--- src/utf8v_pkg.sv ---
// shared types, constants and code point checks for the utf8 stream validator
`timescale 1ns / 1ps

package utf8v_pkg;

    localparam int BYTE_W   = 8;
    localparam int OFFSET_W = 16;
    localparam int CP_W     = 21;

    localparam logic [1:0] KIND_NONE  = 2'd0;
    localparam logic [1:0] KIND_TWO   = 2'd1;
    localparam logic [1:0] KIND_THREE = 2'd2;
    localparam logic [1:0] KIND_FOUR  = 2'd3;

    localparam logic [CP_W-1:0] CP_MIN_THREE = CP_W'(1 << 11);
    localparam logic [CP_W-1:0] CP_MIN_FOUR  = CP_W'(1 << 16);
    localparam logic [CP_W-1:0] CP_LIMIT     = CP_W'(32'h110000);
    localparam logic [CP_W-1:0] CP_NONCHAR_LO = CP_W'(32'hFDD0);
    localparam logic [CP_W-1:0] CP_NONCHAR_HI = CP_W'(32'hFDEF);
    localparam logic [9:0]      SURROGATE_HI  = 10'h01B;

    typedef struct packed {
        logic                string_valid;
        logic [OFFSET_W-1:0] stop_offset;
        logic                ended_by_nul;
    } t_result;

    function automatic logic cp_ok(input logic [CP_W-1:0] v, input logic [1:0] kind);
        logic [CP_W-1:0] low;
        logic            ok;
        low = (kind == KIND_FOUR) ? CP_MIN_FOUR : CP_MIN_THREE;
        ok  = 1'b1;
        if (v < low) ok = 1'b0;
        if (v >= CP_LIMIT) ok = 1'b0;
        if (v[CP_W-1:11] == SURROGATE_HI) ok = 1'b0;
        if (v >= CP_NONCHAR_LO && v <= CP_NONCHAR_HI) ok = 1'b0;
        if (&v[15:1]) ok = 1'b0;
        return ok;
    endfunction

endpackage

--- src/utf8v_if.sv ---
// byte and result channel interfaces of the utf8 stream validator
`timescale 1ns / 1ps

interface utf8v_byte_if;
    logic                         valid;
    logic                         ready;
    logic [utf8v_pkg::BYTE_W-1:0] data_byte;
    logic                         last_byte;

    modport source (output valid, output data_byte, output last_byte, input ready);
    modport sink   (input valid, input data_byte, input last_byte, output ready);
endinterface

interface utf8v_result_if;
    logic                           valid;
    logic                           ready;
    logic                           string_valid;
    logic [utf8v_pkg::OFFSET_W-1:0] stop_offset;
    logic                           ended_by_nul;

    modport source (output valid, output string_valid, output stop_offset,
                    output ended_by_nul, input ready);
    modport sink   (input valid, input string_valid, input stop_offset,
                    input ended_by_nul, output ready);
endinterface

--- src/utf8v_scan.sv ---
// decoder state and per-byte next-state logic of the utf8 stream validator
`timescale 1ns / 1ps

module utf8v_scan #(
    parameter int POSITION_BITS = 16
) (
    input  logic                          i_clk,
    input  logic                          i_rst_n,
    input  logic                          i_cfg_we,
    input  logic                          i_cfg_wdata,
    input  logic                          i_step,
    input  logic [utf8v_pkg::BYTE_W-1:0]  i_data_byte,
    input  logic                          i_last_byte,
    output utf8v_pkg::t_result            o_result
);
    import utf8v_pkg::*;

    logic                     r_mode;
    logic [1:0]               r_cont, n_cont;
    logic [CP_W-1:0]          r_cp, n_cp;
    logic [1:0]               r_kind, n_kind;
    logic [POSITION_BITS-1:0] r_pos, n_pos;
    logic [POSITION_BITS-1:0] r_start, n_start;
    logic                     r_stopped, n_stopped;
    logic                     r_failed, n_failed;
    logic [POSITION_BITS-1:0] r_stop_off, n_stop_off;
    logic                     r_by_nul, n_by_nul;

    logic [CP_W-1:0]          cp_shift;
    logic [1:0]               cont_dec;
    logic [POSITION_BITS-1:0] pos_next;
    logic [OFFSET_W-1:0]      off_out;
    logic                     end_failed;
    logic                     end_by_nul;
    logic [POSITION_BITS-1:0] end_off;

    always_comb begin
        n_cont     = r_cont;
        n_cp       = r_cp;
        n_kind     = r_kind;
        n_pos      = r_pos;
        n_start    = r_start;
        n_stopped  = r_stopped;
        n_failed   = r_failed;
        n_stop_off = r_stop_off;
        n_by_nul   = r_by_nul;
        cp_shift   = {r_cp[CP_W-7:0], i_data_byte[5:0]};
        cont_dec   = r_cont - 2'd1;
        pos_next   = (&r_pos) ? r_pos : r_pos + 1'b1;

        if (!r_stopped) begin
            if (r_cont != 2'd0) begin
                if (i_data_byte[7:6] != 2'b10) begin
                    n_stopped  = 1'b1;
                    n_failed   = 1'b1;
                    n_stop_off = r_start;
                    n_cont     = 2'd0;
                end else begin
                    n_cp   = cp_shift;
                    n_cont = cont_dec;
                    if (cont_dec == 2'd0 && r_kind >= KIND_THREE && !cp_ok(cp_shift, r_kind)) begin
                        n_stopped  = 1'b1;
                        n_failed   = 1'b1;
                        n_stop_off = r_start;
                    end
                end
            end else if (i_data_byte == '0) begin
                // nul outside a sequence ends the scan
                n_stopped  = 1'b1;
                n_by_nul   = 1'b1;
                n_stop_off = r_pos;
                n_failed   = !r_mode;
            end else if (!i_data_byte[7]) begin
                n_cont = 2'd0;
            end else if (i_data_byte[7:5] == 3'b110) begin
                if (i_data_byte[4:1] == 4'd0) begin
                    n_stopped  = 1'b1;
                    n_failed   = 1'b1;
                    n_stop_off = r_pos;
                end else begin
                    n_kind  = KIND_TWO;
                    n_cont  = 2'd1;
                    n_cp    = CP_W'(i_data_byte[4:0]);
                    n_start = r_pos;
                end
            end else if (i_data_byte[7:4] == 4'b1110) begin
                n_kind  = KIND_THREE;
                n_cont  = 2'd2;
                n_cp    = CP_W'(i_data_byte[3:0]);
                n_start = r_pos;
            end else if (i_data_byte[7:3] == 5'b11110) begin
                n_kind  = KIND_FOUR;
                n_cont  = 2'd3;
                n_cp    = CP_W'(i_data_byte[2:0]);
                n_start = r_pos;
            end else begin
                n_stopped  = 1'b1;
                n_failed   = 1'b1;
                n_stop_off = r_pos;
            end
        end

        // frame end closes the string
        if (i_last_byte && !n_stopped) begin
            if (n_cont != 2'd0) begin
                n_failed   = 1'b1;
                n_stop_off = n_start;
            end else begin
                n_stop_off = pos_next;
            end
        end

        end_failed = n_failed;
        end_off    = n_stop_off;
        end_by_nul = n_by_nul;

        if (i_last_byte) begin
            n_cont     = 2'd0;
            n_cp       = '0;
            n_kind     = KIND_NONE;
            n_pos      = '0;
            n_start    = '0;
            n_stopped  = 1'b0;
            n_failed   = 1'b0;
            n_stop_off = '0;
            n_by_nul   = 1'b0;
        end else begin
            n_pos = pos_next;
        end
    end

    generate
        if (POSITION_BITS > OFFSET_W) begin : g_sat
            assign off_out = (|end_off[POSITION_BITS-1:OFFSET_W]) ? '1
                                                                  : end_off[OFFSET_W-1:0];
        end else begin : g_ext
            assign off_out = OFFSET_W'(end_off);
        end
    endgenerate

    assign o_result = '{string_valid: !end_failed,
                        stop_offset:  off_out,
                        ended_by_nul: end_by_nul};

    always_ff @(posedge i_clk) begin
        if (!i_rst_n) begin
            r_mode     <= 1'b0;
            r_cont     <= 2'd0;
            r_cp       <= '0;
            r_kind     <= KIND_NONE;
            r_pos      <= '0;
            r_start    <= '0;
            r_stopped  <= 1'b0;
            r_failed   <= 1'b0;
            r_stop_off <= '0;
            r_by_nul   <= 1'b0;
        end else begin
            if (i_cfg_we) begin
                r_mode <= i_cfg_wdata;
            end
            if (i_step) begin
                r_cont     <= n_cont;
                r_cp       <= n_cp;
                r_kind     <= n_kind;
                r_pos      <= n_pos;
                r_start    <= n_start;
                r_stopped  <= n_stopped;
                r_failed   <= n_failed;
                r_stop_off <= n_stop_off;
                r_by_nul   <= n_by_nul;
            end
        end
    end

    a_failed_stops: assert property (@(posedge i_clk) disable iff (!i_rst_n)
        r_failed |-> r_stopped)
        else $error("failed scan not marked stopped");

    a_open_not_stopped: assert property (@(posedge i_clk) disable iff (!i_rst_n)
        (r_cont != 2'd0) |-> !r_stopped)
        else $error("open sequence after scan stop");

    a_cont_within_kind: assert property (@(posedge i_clk) disable iff (!i_rst_n)
        r_cont <= r_kind)
        else $error("continuation count exceeds sequence kind");

    a_clear_after_frame: assert property (@(posedge i_clk) disable iff (!i_rst_n)
        (i_step && i_last_byte) |=> (r_pos == '0 && !r_stopped && r_cont == 2'd0))
        else $error("string state not cleared after frame end");

endmodule

--- src/utf8v_out_stage.sv ---
// result register with valid/ready handshake for the utf8 stream validator
`timescale 1ns / 1ps

module utf8v_out_stage (
    input  logic                  i_clk,
    input  logic                  i_rst_n,
    input  logic                  i_load,
    input  utf8v_pkg::t_result    i_result,
    output logic                  o_free,
    utf8v_result_if.source        o_result
);
    import utf8v_pkg::*;

    logic    r_valid;
    t_result r_data;

    assign o_free                = !r_valid || o_result.ready;
    assign o_result.valid        = r_valid;
    assign o_result.string_valid = r_data.string_valid;
    assign o_result.stop_offset  = r_data.stop_offset;
    assign o_result.ended_by_nul = r_data.ended_by_nul;

    always_ff @(posedge i_clk) begin
        if (!i_rst_n) begin
            r_valid <= 1'b0;
        end else if (i_load) begin
            r_valid <= 1'b1;
        end else if (o_result.ready) begin
            r_valid <= 1'b0;
        end
    end

    always_ff @(posedge i_clk) begin
        if (i_load) begin
            r_data <= i_result;
        end
    end

    a_no_overwrite: assert property (@(posedge i_clk) disable iff (!i_rst_n)
        i_load |-> (!r_valid || o_result.ready))
        else $error("pending result overwritten");

    a_load_shows: assert property (@(posedge i_clk) disable iff (!i_rst_n)
        i_load |=> r_valid)
        else $error("loaded result not presented");

    a_drop_only_on_transfer: assert property (@(posedge i_clk) disable iff (!i_rst_n)
        (r_valid && !o_result.ready) |=> r_valid)
        else $error("result dropped without transfer");

endmodule

--- src/utf8_stream_validator.sv ---
// top level of the utf8 stream validator
`timescale 1ns / 1ps

// Checks one string per frame as UTF-8, one byte per transfer, and returns one
// result per frame: validity, the stop offset and whether a NUL ended the scan.
// A byte is taken into an input register, runs from there through the decoder
// logic, and the frame result lands in an output register, so a byte can be
// taken in every cycle unless the input side stalls. The input side stalls
// only while a finished result waits in the output register and the next frame
// end is ready to be decoded. i_cfg_wdata sets NUL-terminated mode (1) or
// full-length mode (0) and must be written between frames. Positions count in
// POSITION_BITS bits and saturate, and the reported offset saturates at 0xFFFF.
module utf8_stream_validator #(
    parameter int POSITION_BITS = 16
) (
    input  logic            i_clk,
    input  logic            i_rst_n,
    input  logic            i_cfg_we,
    input  logic            i_cfg_wdata,
    utf8v_byte_if.sink      i_byte,
    utf8v_result_if.source  o_result
);
    import utf8v_pkg::*;

    logic              r_in_valid;
    logic [BYTE_W-1:0] r_in_byte;
    logic              r_in_last;
    logic              out_free;
    logic              advance;
    t_result           scan_result;

    assign advance      = r_in_valid && (!r_in_last || out_free);
    assign i_byte.ready = !r_in_valid || advance;

    always_ff @(posedge i_clk) begin
        if (!i_rst_n) begin
            r_in_valid <= 1'b0;
        end else if (i_byte.ready) begin
            r_in_valid <= i_byte.valid;
        end
    end

    always_ff @(posedge i_clk) begin
        if (i_byte.valid && i_byte.ready) begin
            r_in_byte <= i_byte.data_byte;
            r_in_last <= i_byte.last_byte;
        end
    end

    utf8v_scan #(
        .POSITION_BITS(POSITION_BITS)
    ) u_scan (
        .i_clk       (i_clk),
        .i_rst_n     (i_rst_n),
        .i_cfg_we    (i_cfg_we),
        .i_cfg_wdata (i_cfg_wdata),
        .i_step      (advance),
        .i_data_byte (r_in_byte),
        .i_last_byte (r_in_last),
        .o_result    (scan_result)
    );

    utf8v_out_stage u_out (
        .i_clk    (i_clk),
        .i_rst_n  (i_rst_n),
        .i_load   (advance && r_in_last),
        .i_result (scan_result),
        .o_free   (out_free),
        .o_result (o_result)
    );

endmodule
--- src/flat_wrapper.sv ---
// flat-port wrapper written by rule: the top's interface ports become plain ports
module utf8_stream_validator_flat import utf8v_pkg::*;
#(
    parameter int POSITION_BITS = 16
)
  (i_clk, i_rst_n, i_cfg_we, i_cfg_wdata, i_byte_valid, i_byte_data_byte, i_byte_last_byte, i_byte_ready, o_result_valid, o_result_string_valid, o_result_stop_offset, o_result_ended_by_nul, o_result_ready);
  utf8v_byte_if i_byte_i ();
  utf8v_result_if o_result_i ();
  input  logic i_clk;
  input  logic i_rst_n;
  input  logic i_cfg_we;
  input  logic i_cfg_wdata;
  input wire logic [$bits(i_byte_i.valid)-1:0] i_byte_valid;
  input wire logic [$bits(i_byte_i.data_byte)-1:0] i_byte_data_byte;
  input wire logic [$bits(i_byte_i.last_byte)-1:0] i_byte_last_byte;
  output wire logic [$bits(i_byte_i.ready)-1:0] i_byte_ready;
  output wire logic [$bits(o_result_i.valid)-1:0] o_result_valid;
  output wire logic [$bits(o_result_i.string_valid)-1:0] o_result_string_valid;
  output wire logic [$bits(o_result_i.stop_offset)-1:0] o_result_stop_offset;
  output wire logic [$bits(o_result_i.ended_by_nul)-1:0] o_result_ended_by_nul;
  input wire logic [$bits(o_result_i.ready)-1:0] o_result_ready;
  assign i_byte_i.valid = i_byte_valid;
  assign i_byte_i.data_byte = i_byte_data_byte;
  assign i_byte_i.last_byte = i_byte_last_byte;
  assign i_byte_ready = i_byte_i.ready;
  assign o_result_valid = o_result_i.valid;
  assign o_result_string_valid = o_result_i.string_valid;
  assign o_result_stop_offset = o_result_i.stop_offset;
  assign o_result_ended_by_nul = o_result_i.ended_by_nul;
  assign o_result_i.ready = o_result_ready;
  utf8_stream_validator #(.POSITION_BITS(POSITION_BITS)) u_core (.i_clk(i_clk), .i_rst_n(i_rst_n), .i_cfg_we(i_cfg_we), .i_cfg_wdata(i_cfg_wdata), .i_byte(i_byte_i), .o_result(o_result_i));
endmodule
--- config.mk ---
export PLATFORM = sky130hd
export DESIGN_NAME = utf8_stream_validator_flat
export DESIGN_NICKNAME = d
export VERILOG_FILES = /design/src/utf8v_pkg.sv /design/src/utf8v_if.sv /design/src/utf8v_scan.sv /design/src/utf8v_out_stage.sv /design/src/utf8_stream_validator.sv /design/src/flat_wrapper.sv
export SDC_FILE = /design/constraint.sdc
export NUM_CORES = 1
export LEC_CHECK = 0
export ABC_CLOCK_PERIOD_IN_PS = 7500
export BUFFER_PORTS_ARGS = -buffer_cell sky130_fd_sc_hd__buf_4
export CORE_MARGIN = 8
export CORE_UTILIZATION = 60
export CTS_CLUSTER_DIAMETER = 100
export CTS_CLUSTER_SIZE = 10
export DETAILED_ROUTE_END_ITERATION = 10
export HOLD_SLACK_MARGIN = 0.1
export PLACE_DENSITY = 0.75
export SYNTH_ARGS = -nofsm -noshare
export SYNTH_HDL_FRONTEND = slang
export SYNTH_SLANG_ARGS = --single-unit
--- constraint.sdc ---
create_clock -name i_clk -period 7.5 [get_ports i_clk]
set_clock_uncertainty 0.05 [all_clocks]
set_input_delay 0.375 -clock i_clk [delete_from_list [all_inputs] [get_ports i_clk]]
set_output_delay 0.375 -clock i_clk [all_outputs]
set_load 0.05 [all_outputs]
## Yosys cells after proc, flatten, opt, wreduce, memory -nomap -nowiden

Cells that the tools add are included.
Widths: inputs -> output; s select.

| word-level totals | value |
|---|---|
| register bits | 100 |
| input port bits | 15 |
| logic and storage cells | 160 |

| cells by class | value |
|---|---|
| $add $sub $neg | 2 |
| magnitude comparators | 5 |
| eq/ne operators | 13 |
| muxes and demuxes | 92 |
| reduce and logical (&&, ||, !) cells | 31 |

Operators with widths:

| kind | number |
|---|---|
| $mux 16 | 24 |
| $mux 15 | 10 |
| $mux 1 | 38 |
| $mux 2 | 19 |
| $ge 21x16->1 const B | 1 |
| $ge 21x21->1 const B | 1 |
| $le 21x16->1 const B | 1 |
| $lt 21x17->1 | 1 |
| $mux 17 | 1 |
| $add 16x1->16 const B | 1 |
| $reduce_and 16->1 | 1 |
| $reduce_and 15->1 | 1 |
| $reduce_and 7->1 | 2 |
| $eq 10x5->1 const B | 1 |
| $ne 3x2->1 const B | 3 |
| $logic_not 8->1 | 1 |
| $reduce_bool 2->1 | 4 |
| $logic_and 1x1->1 | 7 |
| $logic_not 1->1 | 7 |
| $ne 2x1->1 const B | 3 |
| $eq 5x5->1 const B | 1 |
| $reduce_bool 5->1 | 1 |
| $eq 4x4->1 const B | 1 |
| $logic_not 4->1 | 1 |
| other kinds (10) | 12 |

## Longest topological paths before layout

| logic depth | value |
|---|---|
| depth after elaboration | 21 |
| gate-level depth with buffers | 11 |

## By module

From an unflattened synthesis, not the netlist that was laid out.

| second synthesis, totals | value |
|---|---|
| cell total of the unflattened synthesis | 638 |
| area total of the unflattened synthesis | 5634.2 um2 |

By module, submodules not included:

| module | instances | cells an instance | area an instance (um2) | seq. area each (um2) |
|---|---|---|---|---|
| utf8v_scan | 1 | 599 | 4692.0 | 1421.4 |
| utf8v_out_stage | 1 | 22 | 589.3 | 560.5 |
| utf8_stream_validator | 1 | 17 | 352.8 | 290.3 |

## Least setup slack after synthesis

Ideal clock, no wire load.

| timing path | value |
|---|---|
| path type | flip-flop to flip-flop |
| start | reg u_core.u_scan.r_cont[0] |
| end | reg u_core.u_out.r_data (netlist bit u_core.u_out.o_result.stop_offset[0]), data pin |
| library setup time | 0.259 ns |
| data arrival time | 2.469 ns |
| required time | 7.191 ns |
| setup slack | 4.722 ns |
| stages on the path, launching flop included | 12 |
| period minus slack after synthesis | 2.778 ns |
| cells stage by stage | dfxtp_1 > inv_1 > ha_1 > clkbuf_1 > nand2_1 > nor3_1 > o311a_1 > or4_1 > buf_2 > nand3_1 > a31oi_1 > a211o_1 |

RTL lines:

| what | RTL line | text |
|---|---|---|
| start, declared | utf8v_scan.sv:19 | `logic [1:0] r_cont, n_cont;` |
| start signal, assigned | utf8v_scan.sv:162 | `r_cont <= n_cont;` |
| end signal, assigned | utf8v_out_stage.sv:35 | `r_data <= i_result;` |
| end, declared | utf8v_out_stage.sv:15 | `t_result r_data;` |

==> flow_metrics.tcl <==
set metrics [dict create \
    core_area_um2 9680 \
    syn_to_final_growth_pct 6.81 \
    place_inst 824 \
    nFillCells 845 \
    first_global_vias 5444 \
    drc 0 \
    r2r_start "u_core.u_scan.r_cont[0]$_SDFFE_PN0P_" \
    grt_pass1_wl_um 28300 \
    yosysUniqueCellTypes 74 \
    gp_congestion 1.07 \
    syn_nets 735 \
    clk_latency_ps 390 \
    place_area_um2 6110 \
    initial_core_util_pct 61.1 \
    layout_commonest_cell "nand2_1" \
    synthesis.area_um2 5920 \
    grt_max_degree 63 \
    grt-ovfl-total 0 \
    rr_worst_depth 9 \
    viasPerCell 6.92 \
    io_pins 35 \
    first_iter_violations 937 \
    p_leak_nw 2.14 \
    max_freq_mhz 237 \
    outcome "finished clean" \
    ys.flop_type "dfxtp_1" \
    slew_headroom_pct 15.3 \
    cp.required_ps 7570 \
    wl_per_cell_um 21.0 \
    totalWireLength_um 17800 \
    ant_nets 0 \
    cts_resized 0 \
    numCtsBuffers 9 \
    clk_pin_slew_ps 90 \
    cts_buffer_depth 2 \
    grt_use_total_pct 27.1 \
    hold_path.class "in2reg" \
    n_antenna_cell 0 \
    grt_antenna_before_repair 0 \
    maxCapViolCount 0 \
    synth_edf_count 27 \
    synth_top_area_share_pct 24.7 \
    layout-drive-gt1-share_pct 9.12 \
    reg2reg_to "u_core.u_out.o_result.stop_offset[5]$_DFFE_PP_" \
    rsz0062_at_grt "false" \
    period_minus_slack_ps 4230 \
    cts_tree "yes" \
    final.setup.worst_slack_ps 3270 \
    hold_violations 0 \
    root_buffer "clkbuf_8" \
    finalSetupTns_ps 0 \
    cts_sinks 100 \
    hold_depth 1 \
    crit_fanout 30 \
    power-per-cell-area_nw_per_um2 163 \
    io_buffer_count 34 \
    timing.final.crit_share_pct 56.4 \
    drt_first_pass_iters 6 \
    nNetsFinal 727 \
    ys_top_cells_by_area "dfxtp_1 (25%), edfxtp_1 (14%), nand2_1 (4.8%)" \
    row_count 36 \
    chipWidth_um 115 \
    yosys_warnings 0 \
    worst_pin_slew_ps 1270 \
    ff2ff_setup_slack_ps 3270 \
    final_area_um2 6320 \
    hp-start "i_byte_last_byte" \
    die_y_um 115 \
    async_reset_ff_share_pct 0 \
    instances_no_fill 846 \
    maxSlewViolCount 0 \
    synth_top_area_cell "dfxtp_1" \
    synthCells 716 \
    vdd_drop_max_uv 148 \
    layout_common_cells "nand2_1 (75), dfxtp_1 (73), a21oi_1 (48), o21ai_0 (44), buf_4 (39)" \
    setup_violations 0 \
    htreeDepth 3 \
    yosysSeqAreaShare_pct 38.4 \
    crit_path_start_kind "flip-flop" \
    pre_cts_slack_ps 3350 \
    cp-end-kind "flip-flop" \
    ys_seq_elements 100 \
    post-dp-hpwl_um 12100 \
    arrival_ps 4300 \
    syn_avg_cell_area_um2 8.27 \
    min_to "u_core.r_in_last$_DFFE_PP_" \
    path_class "reg2reg" \
    vias 5858 \
    die_area_um2 13300 \
]
-- cells in the mapped netlist (8+ instances only) --
master,count
nand2_1,75
dfxtp_1,73
clkbuf_1,50
a21oi_1,48
o21ai_0,44
nor2b_1,34
nor2_1,30
edfxtp_1,27
a22oi_1,26
nor3_1,24
inv_1,23
and2_1,21
nand3_1,21
a221oi_1,17
a21o_1,12
a21boi_0,11
buf_2,9
nand4_1,9
o211ai_1,9
o2bb2ai_1,9
a31oi_1,8
and3_1,8
o221ai_1,8
-- through the flow --
step                hold slack, ps  total power [mW]  utilization (%)
floorplan                      379             0.694                -
global placement               396             0.732             63.1
detailed placement             413             0.736             63.1
CTS                            102              1.03             65.3
global route                   103              1.07             65.3
finish                         117              1.03             65.3
-- where the power goes --
group	internal, mW	total (mW)	switching [mW]
clock	0.119	0.299	0.180
sequential	0.564	0.576	0.0119
combinational	0.0523	0.155	0.103
-- state kept, by name, summed over array words and instances (netlist names) --
| name | cells |
|---|---|
| u_core.r_in_valid | 1 |
| u_core.u_scan.r_mode | 1 |
| u_core.u_scan.r_stop_off | 16 |
| u_core.u_scan.r_cp | 15 |
| u_core.u_out.o_result.ended_by_nul | 1 |
| u_core.u_scan.r_kind | 2 |
| u_core.u_scan.r_stopped | 1 |
| u_core.r_in_byte | 8 |
| u_core.u_scan.r_pos | 16 |
| u_core.u_scan.r_cont | 2 |
| u_core.u_out.o_result.valid | 1 |
| u_core.r_in_last | 1 |
| u_core.u_out.o_result.stop_offset | 16 |
| u_core.u_scan.r_start | 16 |
| u_core.u_scan.r_failed | 1 |
| u_core.u_out.o_result.string_valid | 1 |
| u_core.u_scan.r_by_nul | 1 |
-- cells by family (layout without fill, tap and decap cells) --
family,count (synthesis),count (layout),share of synthesized area (%)
simple gates,263,263,23.5
buf+inv,87,84,6.15
compound gates,253,253,29.6
flops,100,100,38.4
mux,7,7,1.27
fa+ha+maj,4,4,0.846
xor+xnor,2,2,0.296
-- critical path, stage by stage (launching register included) --
cell	delay [ps]
dfxtp_1	350
inv_1	90
ha_1	880
or2_2	260
nor2_1	50
o311a_1	430
nor4_4	1020
nor2_1	260
a222oi_1	430
o211ai_1	130
-- routing by layer --
layer / track usage, % / vias to the layer above / share of wire [%]
met5: 0 / - / 0
met1: 36.4 / 2759 / 42
met4: 10.6 / 0 / 2.2
met2: 39.2 / 380 / 43
met3: 8.82 / 46 / 13
li1: - / 2673 / -
-- how the worst max path moves through the flow --
stage                                               startpoint  cells after the start  slack [ps]                                        endpoint
final                     u_core.u_scan.r_cont[0]$_SDFFE_PN0P_                      9        3270  u_core.u_out.o_result.stop_offset[5]$_DFFE_PP_
after global routing      u_core.u_scan.r_cont[0]$_SDFFE_PN0P_                      9        3050  u_core.u_out.o_result.stop_offset[9]$_DFFE_PP_
after CTS                 u_core.u_scan.r_cont[0]$_SDFFE_PN0P_                      9        3340  u_core.u_out.o_result.stop_offset[5]$_DFFE_PP_
after detailed placement  u_core.u_scan.r_cont[0]$_SDFFE_PN0P_                      9        3350  u_core.u_out.o_result.stop_offset[5]$_DFFE_PP_
after global placement    u_core.u_scan.r_cont[0]$_SDFFE_PN0P_                      9        3580  u_core.u_out.o_result.stop_offset[5]$_DFFE_PP_
after floorplan           u_core.u_scan.r_cont[0]$_SDFFE_PN0P_                     11        4720  u_core.u_out.o_result.stop_offset[0]$_DFFE_PP_
-- cell type report --
| type | count | area (um2) | area share [%] |
|---|---|---|---|
| multi-input cells | 529 | 3290 | 52.1 |
| flip-flops and latches | 100 | 2270 | 35.9 |
| repair buffers | 45 | 353 | 5.58 |
| well taps | 133 | 166 | 2.63 |
| clock buffers | 13 | 139 | 2.20 |
| inverters | 23 | 86.3 | 1.37 |
| clock inverters | 3 | 13.8 | 0.218 |
-- what timing repair did --
action | in CTS | in global routing
hold buffers | 6 | 0
endpoints found under the hold margin | 6 | 0
setup buffers | 0 | 0
Note: power is estimated with default switching activity, not from simulation.
